**config.mk**
```make
export PLATFORM = sky130hd
export DESIGN_NAME = linked_ready_queue
export DESIGN_NICKNAME = d
export VERILOG_FILES = /design/src/rtl/rlq_pkg.sv /design/src/rtl/rlq_link_ram.sv /design/src/rtl/linked_ready_queue.sv
export SDC_FILE = /design/constraint.sdc
export NUM_CORES = 2
export LEC_CHECK = 0
export ABC_AREA = 1
export BUFFER_PORTS_ARGS = -buffer_cell sky130_fd_sc_hd__buf_2
export CORE_MARGIN = 4
export CORE_UTILIZATION = 50
export DETAILED_ROUTE_END_ITERATION = 10
export PLACE_DENSITY = 0.71
export SLEW_MARGIN = 20
export SYNTH_ARGS = -nofsm -noshare
export SYNTH_HDL_FRONTEND = slang
export SYNTH_SLANG_ARGS = --single-unit
```
**constraint.sdc**
```tcl
create_clock -name clk -period 6.1 [get_ports clk]
set_input_delay 1.22 -clock clk [delete_from_list [all_inputs] [get_ports clk]]
set_output_delay 1.22 -clock clk [all_outputs]
set_load 0.01 [all_outputs]
```
**src/rtl/rlq_pkg.sv**
```systemverilog
`timescale 1ns / 1ps
package rlq_pkg;

  localparam int TID_W = 7;

  typedef logic [1:0]       cmd_t;
  typedef logic [1:0]       status_t;
  typedef logic [TID_W-1:0] tid_t;

  localparam cmd_t CMD_ENQUEUE = 2'd0;
  localparam cmd_t CMD_DEQUEUE = 2'd1;
  localparam cmd_t CMD_REMOVE  = 2'd2;
  localparam cmd_t CMD_QUERY   = 2'd3;

  localparam status_t ST_OK     = 2'd0;
  localparam status_t ST_EMPTY  = 2'd1;
  localparam status_t ST_ABSENT = 2'd2;
  localparam status_t ST_DUP    = 2'd3;

endpackage

```
**src/rtl/rlq_link_ram.sv**
```systemverilog
`timescale 1ns / 1ps
module rlq_link_ram #(
  parameter int DEPTH = 128,
  parameter int AW    = 7,
  parameter int DW    = 8
) (
  input  logic          clk,
  input  logic          we,
  input  logic [AW-1:0] wr_addr,
  input  logic [DW-1:0] wr_data,
  input  logic [AW-1:0] rd_addr,
  output logic [DW-1:0] rd_data
);

  logic [DW-1:0] mem [DEPTH];

  always_ff @(posedge clk) begin
    if (we) begin
      mem[wr_addr] <= wr_data;
    end
    rd_data <= mem[rd_addr];
  end

endmodule

```
**src/rtl/linked_ready_queue.sv**
```systemverilog
`timescale 1ns / 1ps
// Query, rejects, empty dequeue and enqueue onto an empty queue finish in the execute state;
// dequeue, remove of the head and enqueue onto a non-empty queue pass through a further state
// (dequeue, head fix or tail link). Remove of any other id walks the list from the head with
// one link-table read per hop, then rewrites its predecessor's link. Busy drops in the strobe
// cycle, so a new request can be accepted while done is high; no request is taken before the
// last one is done. Results cannot be stalled. Synchronous reset empties the queue.
module linked_ready_queue #(
  parameter int MAX_THREADS = 128
) (
  input  logic             clk,
  input  logic             rst,
  input  logic             start,
  output logic             busy,
  input  rlq_pkg::cmd_t    cmd,
  input  rlq_pkg::tid_t    tid,
  output logic             done,
  output rlq_pkg::tid_t    result_tid,
  output rlq_pkg::status_t status
);
  import rlq_pkg::*;

  localparam int DEPTH = (MAX_THREADS < (1 << TID_W)) ? MAX_THREADS : (1 << TID_W);
  localparam int IW    = $clog2(DEPTH);
  localparam int LW    = IW + 1;
  localparam logic [LW-1:0] NULL_LINK = '1;

  localparam logic [2:0] S_IDLE     = 3'd0;
  localparam logic [2:0] S_EXEC     = 3'd1;
  localparam logic [2:0] S_ENQ_LINK = 3'd2;
  localparam logic [2:0] S_DEQ      = 3'd3;
  localparam logic [2:0] S_RM_HEAD  = 3'd4;
  localparam logic [2:0] S_WALK     = 3'd5;
  localparam logic [2:0] S_RM_FIX   = 3'd6;

  logic [2:0]       state, state_next;
  cmd_t             cmd_q;
  tid_t             tid_q;
  logic [LW-1:0]    head, head_next;
  logic [LW-1:0]    tail, tail_next;
  logic [LW-1:0]    prev, prev_next;
  logic [DEPTH-1:0] flags, flags_next;
  logic             done_next;
  tid_t             result_tid_next;
  status_t          status_next;

  logic             id_ok;
  logic [IW-1:0]    id_idx;
  logic [LW-1:0]    id_link;
  logic             flag_hit;

  logic             we;
  logic [IW-1:0]    wr_addr;
  logic [LW-1:0]    wr_data;
  logic [IW-1:0]    rd_addr;
  logic [LW-1:0]    rd_data;

  rlq_link_ram #(
    .DEPTH(DEPTH),
    .AW   (IW),
    .DW   (LW)
  ) u_link_ram (
    .clk    (clk),
    .we     (we),
    .wr_addr(wr_addr),
    .wr_data(wr_data),
    .rd_addr(rd_addr),
    .rd_data(rd_data)
  );

  assign busy     = (state != S_IDLE);
  assign id_ok    = (int'(tid_q) < MAX_THREADS);
  assign id_idx   = tid_q[IW-1:0];
  assign id_link  = {1'b0, id_idx};
  assign flag_hit = id_ok && flags[id_idx];

  always_comb begin
    state_next      = state;
    head_next       = head;
    tail_next       = tail;
    prev_next       = prev;
    flags_next      = flags;
    done_next       = 1'b0;
    result_tid_next = result_tid;
    status_next     = status;
    we              = 1'b0;
    wr_addr         = id_idx;
    wr_data         = NULL_LINK;
    rd_addr         = head[IW-1:0];

    case (state)
      S_IDLE: begin
        if (start) begin
          state_next = S_EXEC;
        end
      end

      S_EXEC: begin
        if (cmd_q == CMD_DEQUEUE) begin
          if (head == NULL_LINK) begin
            state_next      = S_IDLE;
            done_next       = 1'b1;
            result_tid_next = '0;
            status_next     = ST_EMPTY;
          end else begin
            rd_addr    = head[IW-1:0];
            state_next = S_DEQ;
          end
        end else if (!id_ok) begin
          state_next      = S_IDLE;
          done_next       = 1'b1;
          result_tid_next = '0;
          status_next     = ST_ABSENT;
        end else begin
          case (cmd_q)
            CMD_ENQUEUE: begin
              if (flag_hit) begin
                state_next      = S_IDLE;
                done_next       = 1'b1;
                result_tid_next = '0;
                status_next     = ST_DUP;
              end else begin
                we                 = 1'b1;
                wr_addr            = id_idx;
                wr_data            = NULL_LINK;
                flags_next[id_idx] = 1'b1;
                if (head == NULL_LINK) begin
                  head_next       = id_link;
                  tail_next       = id_link;
                  state_next      = S_IDLE;
                  done_next       = 1'b1;
                  result_tid_next = '0;
                  status_next     = ST_OK;
                end else begin
                  state_next = S_ENQ_LINK;
                end
              end
            end
            CMD_REMOVE: begin
              if (!flag_hit) begin
                state_next      = S_IDLE;
                done_next       = 1'b1;
                result_tid_next = '0;
                status_next     = ST_ABSENT;
              end else begin
                flags_next[id_idx] = 1'b0;
                if (head == id_link) begin
                  rd_addr    = id_idx;
                  state_next = S_RM_HEAD;
                end else begin
                  rd_addr    = head[IW-1:0];
                  prev_next  = head;
                  state_next = S_WALK;
                end
              end
            end
            default: begin
              state_next      = S_IDLE;
              done_next       = 1'b1;
              result_tid_next = '0;
              status_next     = flag_hit ? ST_OK : ST_ABSENT;
            end
          endcase
        end
      end

      S_ENQ_LINK: begin
        we              = 1'b1;
        wr_addr         = tail[IW-1:0];
        wr_data         = id_link;
        tail_next       = id_link;
        state_next      = S_IDLE;
        done_next       = 1'b1;
        result_tid_next = '0;
        status_next     = ST_OK;
      end

      S_DEQ: begin
        head_next = rd_data;
        if (rd_data == NULL_LINK) begin
          tail_next = NULL_LINK;
        end
        flags_next[head[IW-1:0]] = 1'b0;
        state_next      = S_IDLE;
        done_next       = 1'b1;
        result_tid_next = tid_t'(head[IW-1:0]);
        status_next     = ST_OK;
      end

      S_RM_HEAD: begin
        head_next = rd_data;
        if (rd_data == NULL_LINK) begin
          tail_next = NULL_LINK;
        end
        state_next      = S_IDLE;
        done_next       = 1'b1;
        result_tid_next = '0;
        status_next     = ST_OK;
      end

      S_WALK: begin
        if (rd_data == id_link) begin
          rd_addr    = id_idx;
          state_next = S_RM_FIX;
        end else begin
          prev_next = rd_data;
          rd_addr   = rd_data[IW-1:0];
        end
      end

      S_RM_FIX: begin
        we      = 1'b1;
        wr_addr = prev[IW-1:0];
        wr_data = rd_data;
        if (rd_data == NULL_LINK) begin
          tail_next = prev;
        end
        state_next      = S_IDLE;
        done_next       = 1'b1;
        result_tid_next = '0;
        status_next     = ST_OK;
      end

      default: begin
        state_next = S_IDLE;
      end
    endcase
  end

  always_ff @(posedge clk) begin
    if (rst) begin
      state <= S_IDLE;
      head  <= NULL_LINK;
      tail  <= NULL_LINK;
      flags <= '0;
      done  <= 1'b0;
    end else begin
      state <= state_next;
      head  <= head_next;
      tail  <= tail_next;
      flags <= flags_next;
      done  <= done_next;
    end
  end

  always_ff @(posedge clk) begin
    if (state == S_IDLE && start) begin
      cmd_q <= cmd;
      tid_q <= tid;
    end
    prev       <= prev_next;
    result_tid <= result_tid_next;
    status     <= status_next;
  end

  a_done_idle: assert property (@(posedge clk) disable iff (rst)
    done |-> !busy)
    else $error("result strobe while a request is still in flight");

  a_accept_busy: assert property (@(posedge clk) disable iff (rst)
    start && !busy |=> busy)
    else $error("accepted request did not raise busy");

  a_head_tail: assert property (@(posedge clk) disable iff (rst)
    (head == NULL_LINK) == (tail == NULL_LINK))
    else $error("head and tail disagree on an empty queue");

  a_walk_prev: assert property (@(posedge clk) disable iff (rst)
    state == S_WALK |-> prev != NULL_LINK)
    else $error("list walk ran off the end");

  a_empty_tid: assert property (@(posedge clk) disable iff (rst)
    done && status == ST_EMPTY |-> result_tid == '0)
    else $error("empty dequeue returned a nonzero id");

endmodule
```
Yosys cells after proc, flatten, opt, wreduce, memory -nomap -nowiden
Memories as Yosys holds them, arrays and structs flattened. A register that Yosys moved wholly into a read port is not among the register bits.
Cells that the tools add are included.
{ "op_classes": {"order_cmp": 4, "eq_ne": 30, "n_mux": 68, "bitwise": 5, "reduce_logical": 23} }
{ "ops": {"columns": ["op", "count"], "rows": [
  ["one-hot mux 128 bit (2 select lines)", 2],
  ["2-to-1 mux 128 bit", 3],
  ["bitwise AND 128 bit", 2],
  ["NOT 128 bit", 2],
  ["OR 128 bit", 1],
  ["2-to-1 mux 7 bit", 16],
  ["one-hot mux 7 bit (2 select lines)", 4],
  ["2-to-1 mux 8 bit", 4],
  ["one-hot mux 8 bit (2 select lines)", 2],
  ["one-hot mux 7 bit (4 select lines)", 1],
  ["one-hot mux 7 bit (3 select lines)", 1],
  ["!= test 2 bit (second input constant)", 10],
  ["2-to-1 mux 2 bit", 9],
  ["== test 8 x 7 -> 1 bit", 2],
  ["== test 8 bit (second input constant)", 2],
  ["< comparator 7 x 8 -> 1 bit (second input constant)", 2],
  ["demux 1 bit (select 7 bit)", 2],
  [">= comparator 7 x 1 -> 1 bit (second input constant)", 2],
  ["2-to-1 mux 1 bit", 12],
  ["2-to-1 mux 3 bit", 4],
  ["AND reduction 5 bit", 2],
  ["== test 3 bit (second input constant)", 3],
  ["!= test 3 bit (second input constant)", 3],
  ["one-hot mux 3 bit (3 select lines)", 1],
  ["other kinds (24)", 38]
]} }
{ "word_totals": {"reg_bits": 172, "mem_bits_rw": 1024, "output_inout_bits": 11, "elab_cells": 141, "memories": 1} }
{ "mem_list": {"columns": ["name", "depth", "width", "rd", "rd_ports_with_merged_regs", "write_ports", "line", "text"], "rows": [
  ["u_link_ram.mem", 128, 8, 1, 1, 1, "rlq_link_ram.sv:15", "logic [DW-1:0] mem [DEPTH];"]
]} }

Longest topological paths before layout
{ "logic_depth": {"depth_word": 10, "depth_mapped": 21, "depth_no_buf": 17} }

By module
Synthesis repeated with hierarchy kept, for this count alone.
{ "hier_totals": {"hier_cells": 5808, "area_unflattened_um2": 55081.6} }
{ "modules_own_cells": {"columns": ["module", "n_inst", "cells_each", "area_each_um2"], "rows": [
  ["rlq_link_ram", 1, 3575, 42104.1],
  ["linked_ready_queue", 1, 2233, 12977.4]
]} }

Worst setup path after synthesis
No wires, ideal clock.
{ "synth_timing": {"kind": "register to register", "startpoint": "register state[2]", "endpoint": "memory u_link_ram.mem[0][7], data pin", "setup_time_ns": 1.197, "t_arrival_ns": 5.583, "path_slack_ns": -0.680, "stages_incl_launch_ff": 4, "path_buffers": 1, "period_less_slack_ns": 6.780, "path_cell_list": "dfxtp_1 buf_2 inv_1 o21ai_0"} }
{ "synth_between": {"elab_chain_cells": 2, "word_cells_on_any_way": 3} }
{ "synth_lines": {"columns": ["element", "line", "text"], "rows": [
  ["start, declared", "linked_ready_queue.sv:36", "logic [2:0] state, state_next;"],
  ["start signal, assigned", "linked_ready_queue.sv:238", "state <= state_next;"],
  ["== test 3 bit / == test 3 x 2 -> 1 bit (equally long branches)", "linked_ready_queue.sv:91", "case (state)"],
  ["one-hot mux 8 bit (2 select lines) *", "linked_ready_queue.sv:91", null],
  ["via u_link_ram.wr_data[7]", "rlq_link_ram.sv:10", "input logic [DW-1:0] wr_data,"],
  ["end, declared", "rlq_link_ram.sv:15", null]
]} }
The timed path passes the listed nets; every way through them passes the cells marked *.

Final worst setup path
{ "layout_timing": {"startpoint": "register tid_q[0], in the netlist id_idx[0]", "endpoint": "memory u_link_ram.mem[29][4] (enable)"} }
{ "layout_between": {"elab_chain_cells": 8, "word_cells_on_any_way": 9} }
{ "layout_lines": {"columns": ["element", "line", "text"], "rows": [
  ["start, declared", "linked_ready_queue.sv:38", "tid_t tid_q;"],
  ["start signal, assigned", "linked_ready_queue.sv:249", "tid_q <= tid;"],
  ["binary-select mux 1 bit (select 7 bit)", "linked_ready_queue.sv:75", "assign flag_hit = id_ok && flags[id_idx];"],
  ["2-to-1 mux 1 bit (implied by the code)", "linked_ready_queue.sv:75", null],
  ["2-to-1 mux 1 bit", "linked_ready_queue.sv:117", "if (flag_hit) begin"],
  ["2-to-1 mux 1 bit", "linked_ready_queue.sv:115", "case (cmd_q)"],
  ["2-to-1 mux 1 bit", "linked_ready_queue.sv:99", "if (cmd_q == CMD_DEQUEUE) begin"],
  ["one-hot mux 1 bit (2 select lines)", "linked_ready_queue.sv:91", null],
  ["2-to-1 mux 1 bit", "rlq_link_ram.sv:18", "if (we) begin"],
  ["2-to-1 mux 1 bit (implied by the code)", "rlq_link_ram.sv:19", "mem[wr_addr] <= wr_data;"]
]} }
Parallel ways exist; a longest one is shown, timed or not. The select of a mux whose other input is x is not followed.

==> results_dict.tcl <==
set metrics [dict create \
    status "completed" \
    num_rows 120 \
    hold_viol_final 0 \
    fmax_mhz 196 \
    cp_data_arrival_time_ns 5.42 \
    layout-drive-gt1-share 0.0785 \
    fin_crit_sh 0.835 \
    cts_resized 0 \
    syn_area_um2 54600 \
    setup_viol 0 \
    maxSlewHeadroom 0.187 \
    cap_violations 0 \
    dieArea_um2 115000 \
    ys.flop_type "edfxtp_1" \
    synth_area_leaders "edfxtp_1, nand2_1, dfxtp_1" \
    nets 5306 \
    regArea_um2 34600 \
    whs_ns 0.480 \
    p_leak_nw 24.1 \
    criticalPathCategory "flop to flop" \
    place_ws_ns 1.22 \
    area_growth_pct 9.05 \
    yosys.area.top_type_share 0.577 \
    numClockSinks 1204 \
    layout_setup_ws_ns 1.00 \
    h-tree-depth 3 \
    vias 41600 \
    multi_input_area_um2 17200 \
    final_cells 6802 \
    numCtsBuffers 118 \
    drtAntennaViolNets 0 \
    io_pins 23 \
    fin_area_um2 59500 \
    cts_max_path_buffers 3 \
    synth_area_per_cell_um2 10.0 \
    ys_seq_area_frac 0.634 \
    grtUsageTotal 0.259 \
    core_area_um2 108000 \
    slew_viol_final 0 \
    ys_ff_latch 1204 \
    drtIter0Drc 5975 \
    rrSetupSlack_ns 1.00 \
    cp-start-kind "flop" \
    setup_tns_ns 0 \
    grt_pass1_wl_mm 233 \
    irDropWorstVdd_uv 271 \
    power_density_nw_per_um2 320 \
    cts_root_buf "clkbuf_16" \
    postCtsHoldBufs 0 \
    postLayoutCoreUtil 0.552 \
    rsz0062_at_grt "false" \
    holdPathStages 2 \
    synth_edf_count 1049 \
    fp.dieH_um 338 \
    dp.cells 6575 \
    initial_core_util 0.506 \
    clk_latency_ns 0.72 \
    yosysTopAreaCell "edfxtp_1" \
    firstDrtPassIters 8 \
    drc 0 \
    post-route-min-period_ns 5.10 \
    synth_cells 5456 \
    vias_per_cell 6.11 \
    finClkSkew_ns 0.0367 \
    path_clk_slew_ns 0.07 \
    hold_class "flop to flop" \
    yosysWarnings 0 \
    die_w_um 338 \
    fillCellCount 9047 \
    tightest_slew_ns 1.22 \
    io_buffers 22 \
    power_mw 19.1 \
    overflow 0 \
    synth.most_common_cell "nand2_1" \
    post-dp-hpwl_mm 87.6 \
    critical_path.endpoint_type "flop" \
    antenna_found_initial 3 \
    wl_mm 154 \
    synth_common_cells "nand2_1, edfxtp_1, nor2_1" \
    cts_setup_buffers 0 \
    place_area_um2 55500 \
    syn_nets 5468 \
    ys_types 39 \
    gp_congestion 0.914 \
    first_global_vias 38700 \
    cp.required_ns 6.42 \
    grt_max_degree 274 \
    ff2ff_path_depth 15 \
    cts_tree "done" \
    synthArstFlopShare 0 \
    avgRoutedWirePerCell_um 22.7 \
    critical_path_peak_fanout 72 \
]
-- final timing paths --
path,startpoint,end
hold reg to reg,tail[6],tail[6]
hold / removal,tail[6],tail[6]
setup / recovery,id_idx[0],u_link_ram.mem[29][4]
setup reg to reg,id_idx[0],u_link_ram.mem[29][4]
-- where the power goes --
group	total [mW]	leakage [nW]	internal (mW)	switching, mW
combinational	2.57	9.16	0.663	1.91
clock	7.46	1.90	4.26	3.20
sequential	9.04	13.1	8.94	0.0977
total	19.1	24.1	13.9	5.20
-- cell families (layout without fill, tap and decap cells) --
group | Yosys count | after routing | synth area share
XOR/XNOR | 4 | 4 | 0.000642
buffers and inverters | 713 | 655 | 0.0546
flip-flops | 1204 | 1204 | 0.634
AND/OR/NAND/NOR | 2460 | 2460 | 0.189
AO/OA/AOI/OAI | 1075 | 1075 | 0.122
other | 0 | 1 | 0
-- cells in the final DEF, fill, tap and decap left out, drive strengths merged --
| cell | netlist | final |
|---|---|---|
| nand2 | 1153 | 1153 |
| o211ai | 393 | 393 |
| or2 | 104 | 104 |
| nor3 | 17 | 17 |
| o21ai | 480 | 480 |
| dfxtp | 155 | 155 |
| clkinv | 3 | 56 |
| a211oi | 3 | 3 |
| o22ai | 156 | 156 |
| o32ai | 1 | 1 |
| o21a | 6 | 6 |
| nand3 | 329 | 329 |
| nand3b | 4 | 4 |
| bufinv | 0 | 16 |
| a221oi | 2 | 2 |
| xnor2 | 3 | 3 |
| xor2 | 1 | 1 |
| clkbuf | 217 | 141 |
| a21oi | 27 | 27 |
| inv | 335 | 338 |
| a22oi | 5 | 5 |
| nor2 | 720 | 720 |
| diode | 0 | 1 |
| nand4 | 133 | 133 |
| clkinvlp | 0 | 11 |
| buf | 158 | 93 |
| a2111oi | 2 | 2 |
| edfxtp | 1049 | 1049 |
-- final cells by class --
cell class | count | share of cell area
diodes | 1 | 0.0000420
clock buffers | 141 | 0.0514
clock inverters | 83 | 0.0149
inverters | 338 | 0.0218
multi-input cells | 3539 | 0.288
flip-flops and latches | 1204 | 0.581
well taps | 1403 | 0.0295
repair buffers | 93 | 0.0127
-- critical path, cell delays in order, from the launching register on --
cell and delay (ns):
edfxtp_1 0.37, buf_4 0.63, nand2_1 0.11, nand3_1 0.11
nand2_1 0.05, nor2_1 0.12, nor2_1 0.07, nor2_1 0.24
nand2_1 0.09, nand2_1 0.06, nand2_1 0.12, nor2_4 0.23
nand2_2 0.11, o21ai_2 0.71, nand2_2 0.74, nor2_1 0.87
-- per-layer routing --
layer	global-route usage	vias up	part of all wire
li1	-	18900	-
met1	0.367	19900	0.40
met2	0.403	2434	0.45
met3	0.0496	377	0.11
met4	0.0905	0	0.036
met5	0	-	0
Note: power is estimated with default switching activity, not from simulation.
